==> src/srsw_ram.sv <==
// ----------------------------------------------------------------------------
// srsw_ram
// Simple dual-port synchronous memory: one write port, one read port with
// the read data registered.
// ----------------------------------------------------------------------------
module srsw_ram #(
   parameter int WIDTH = 1,
   parameter int DEPTH = 8,
   localparam int AW = (DEPTH > 1) ? $clog2(DEPTH) : 1
) (
   input  logic             clock,
   input  logic             wr_en,
   input  logic [AW-1:0]    wr_addr,
   input  logic [WIDTH-1:0] wr_data,
   input  logic [AW-1:0]    rd_addr,
   output logic [WIDTH-1:0] rd_data
);

   logic [WIDTH-1:0] mem [DEPTH];
   logic [WIDTH-1:0] rd_data_ff;

   // Write port.
   always_ff @(posedge clock) begin
      if (wr_en) begin
         mem[wr_addr] <= wr_data;
      end
   end

   // Registered read port.
   always_ff @(posedge clock) begin
      rd_data_ff <= mem[rd_addr];
   end

   assign rd_data = rd_data_ff;

endmodule

==> config.mk <==
export PLATFORM = sky130hd
export DESIGN_NAME = srsw_ram
export DESIGN_NICKNAME = d
export VERILOG_FILES = /design/src/srsw_ram.sv
export SDC_FILE = /design/constraint.sdc
export NUM_CORES = 1
export LEC_CHECK = 0
export ABC_AREA = 1
export BUFFER_PORTS_ARGS = -buffer_cell sky130_fd_sc_hd__buf_2
export CAP_MARGIN = 20
export CELL_PAD_IN_SITES_DETAIL_PLACEMENT = 0
export CELL_PAD_IN_SITES_GLOBAL_PLACEMENT = 1
export CORE_AREA = 2 2 39 41
export CTS_CLUSTER_DIAMETER = 120
export DETAILED_ROUTE_END_ITERATION = 8
export DIE_AREA = 0 0 41 43
export GPL_TIMING_DRIVEN = 0
export PLACE_DENSITY = 0.64
export SYNTH_ARGS = -nofsm -noshare
export SYNTH_HDL_FRONTEND = slang
export SYNTH_SLANG_ARGS = --single-unit
==> constraint.sdc <==
create_clock -name clock -period 1 [get_ports clock]
set_input_delay 0.05 -clock clock [delete_from_list [all_inputs] [get_ports clock]]
set_output_delay 0.05 -clock clock [all_outputs]
set_load 0.02 [all_outputs]
==> results.cfg <==
[status]
outcome = finished, final reports clean

[synth]
synth.yosys.seq_area_share_pct = 59.9
synth_ff_type = edfxtp_1
yosysMostFrequentCell = nand2_1
synth_cell_types = 7
synth-seq-cells = 9
synthTopCellsByArea = edfxtp_1 55%, nand2_1 16%, inv_1 11%, nor2_1 6.9%, dfxtp_1 4.6%
synth_common_cells = 19 x nand2_1, 13 x inv_1, 8 x edfxtp_1, 8 x nor2_1, 4 x nand3_1
synth_area_um2 = 434
synth_edf_count = 8
yosysTopAreaCellShare_pct = 55.3
synth-async-reset-ratio_pct = 0
synth_compound_area_share_pct = 0
syn_nets = 63
synthMuxAreaShare_pct = 0
syn_avg_cell_area_um2 = 8.04
synth_cells = 54
yosys.area.top_type = edfxtp_1
ys_warn_count = 0
synthXorXnorAreaFrac_pct = 0
synth_top_family_by_area = simple AND/OR/NAND/NOR gates
synthAdderAreaFrac_pct = 0
yosys.area_share.simple_pct = 28.0

[power]
p_per_area_nw_per_um2 = 1470
power.leakage_uw = 0.000273
power_uw = 772
irDropWorstVdd_mv = 0.492

[setup_path]
crit_arrival_ns = 0.96
crit_family = flip-flops
cp_max_fo = 1
cp-end-kind = flip-flop
slowest_stage = edfxtp_1
cp.required_ns = 1.15
cpMostUsedCell = nand2_1
path_cells = inv_1, nand2_1, nand3_1, nand2_1, nand2_1, nand2_1
cpPeakStageDelay_ns = 0.37
path_buf_inv = 1
startpoint_type = flip-flop
criticalPathCategory = flip-flop to flip-flop

[clock_tree]
cts_hold_buf = 0
clk_pin_slew_ns = 0.06
ctsResizeCount = 0
clk_latency_ns = 0.25
htreeDepth = 1
cts_tree = yes
cts_setup_buffers = 0
cts.path.max_buffers = 2
cts_made_buffers = 3
cts_root_buf = clkbuf_4
cts_sinks = 9

[grt]
grt.overflow.total = 0
grt_pass1_wl_um = 1100
grt_use_total_pct = 9.93
antenna_found_initial = 0
grt_pass1_vias = 308
grt_max_degree = 9

[timing]
period_needed_ns = 0.810
worst_slack_ns = 0.190
max_slew.worst_pin.slew_ns = 0.137
setup_tns_ns = 0
relSlewSlack_pct = 90.8
fin_skew_ns = 0.00214
finalHoldViolCount = 0
min_period_over_period_pct = 81.0
fmax_mhz = 1240
setup_viol_count_final = 0
rsz0062_at_grt = false
slew_violations = 0

[cells_and_area]
fin_util_pct = 38.0
final_nets = 77
fin_cells = 83
num_antenna_cells = 0
drive_gt1_share_pct = 19.4
num-fill-cells = 159
synthToLayoutAreaGrowth_pct = 21.0

[route]
dr.pass1.iters = 4
routedWlPerCell_um = 7.95
wirelength_um = 660
drt_iter0_markers = 5
post-route-drc-count = 0
vias = 340
ant_nets = 0
via_per_inst = 4.10

[placement]
place_congestion = 0.612
place_ws_ns = 0.180
dp_hpwl_um = 533
io_buffers = 9
dp.cells = 79

[floorplan]
core-area_um2 = 1380
num_io_pins = 10
num_rows = 14
fp.dieH_um = 43
dieWidth_um = 41
start_util_pct = 31.4
die_area_um2 = 1760

[job]
drv_cap = 0

[hold_path]
min_path_type = input port to flip-flop
-- sequential cells by signal, indices dropped and copies added (netlist names) --
signal	flops
mem	8
rd_data	1
-- cells in the final DEF (no fill, tap or decap), drive strengths merged --
master	count
inv	14
nand3	4
buf	9
nand2	19
nor2	8
dfxtp	1
clkbuf	4
edfxtp	8
-- where the power goes --
| part | total (uW) | switching, uW | internal, uW |
|---|---|---|---|
| Clock | 264 | 111 | 153 |
| Sequential | 428 | 2.98 | 425 |
| Combinational | 80.4 | 49.9 | 30.4 |
-- worst register-to-register path, delay by kind of cell (launching register included) --
| family | cells | cell delay [ns] |
|---|---|---|
| buffers and inverters | 1 | 0.06 |
| DFF | 1 | 0.37 |
| and+or+nand+nor | 5 | 0.28 |
-- metrics by stage --
stage	cell area (um2)	hold WS, ns
floorplan	434	0.149
global placement	499	0.275
detailed placement	499	0.276
CTS	526	0.0118
global route	526	0.0347
finish	526	0.0153
-- area by class of cell --
type                       instances  area [um2]  share of cell area (%)
sequential                         9         260                    49.5
multi-input combinational         31         121                    23.1
inverter                          14        52.6                    10.0
timing repair buffer               9        45.0                    8.57
clock buffer                       4        26.3                    5.00
tap                               16        20.0                    3.81
-- path summary, 6_finish.rpt --
check | startpoint | to | cells after the start | slack, ns
max | mem[7] | rd_data | 6 | 0.19
min | rd_addr[2] | rd_data | 3 | 0.02
max reg2reg | mem[7] | rd_data | 6 | 0.19
min reg2reg | mem[0] | rd_data | 6 | 0.64
-- layer usage --
metal | global-route usage, % | vias up | wire (um)
met3 | 3.14 | 2 | 31
met2 | 14.7 | 8 | 341
met5 | 0 | - | 0
li1 | - | 188 | -
met1 | 9.93 | 142 | 274
met4 | 10.0 | 0 | 13
-- kinds of logic after synthesis --
logic type | Yosys count
buffers and inverters | 14
AND/OR/NAND/NOR | 31
flip-flops | 9
Note: power is estimated with default switching activity, not from simulation.
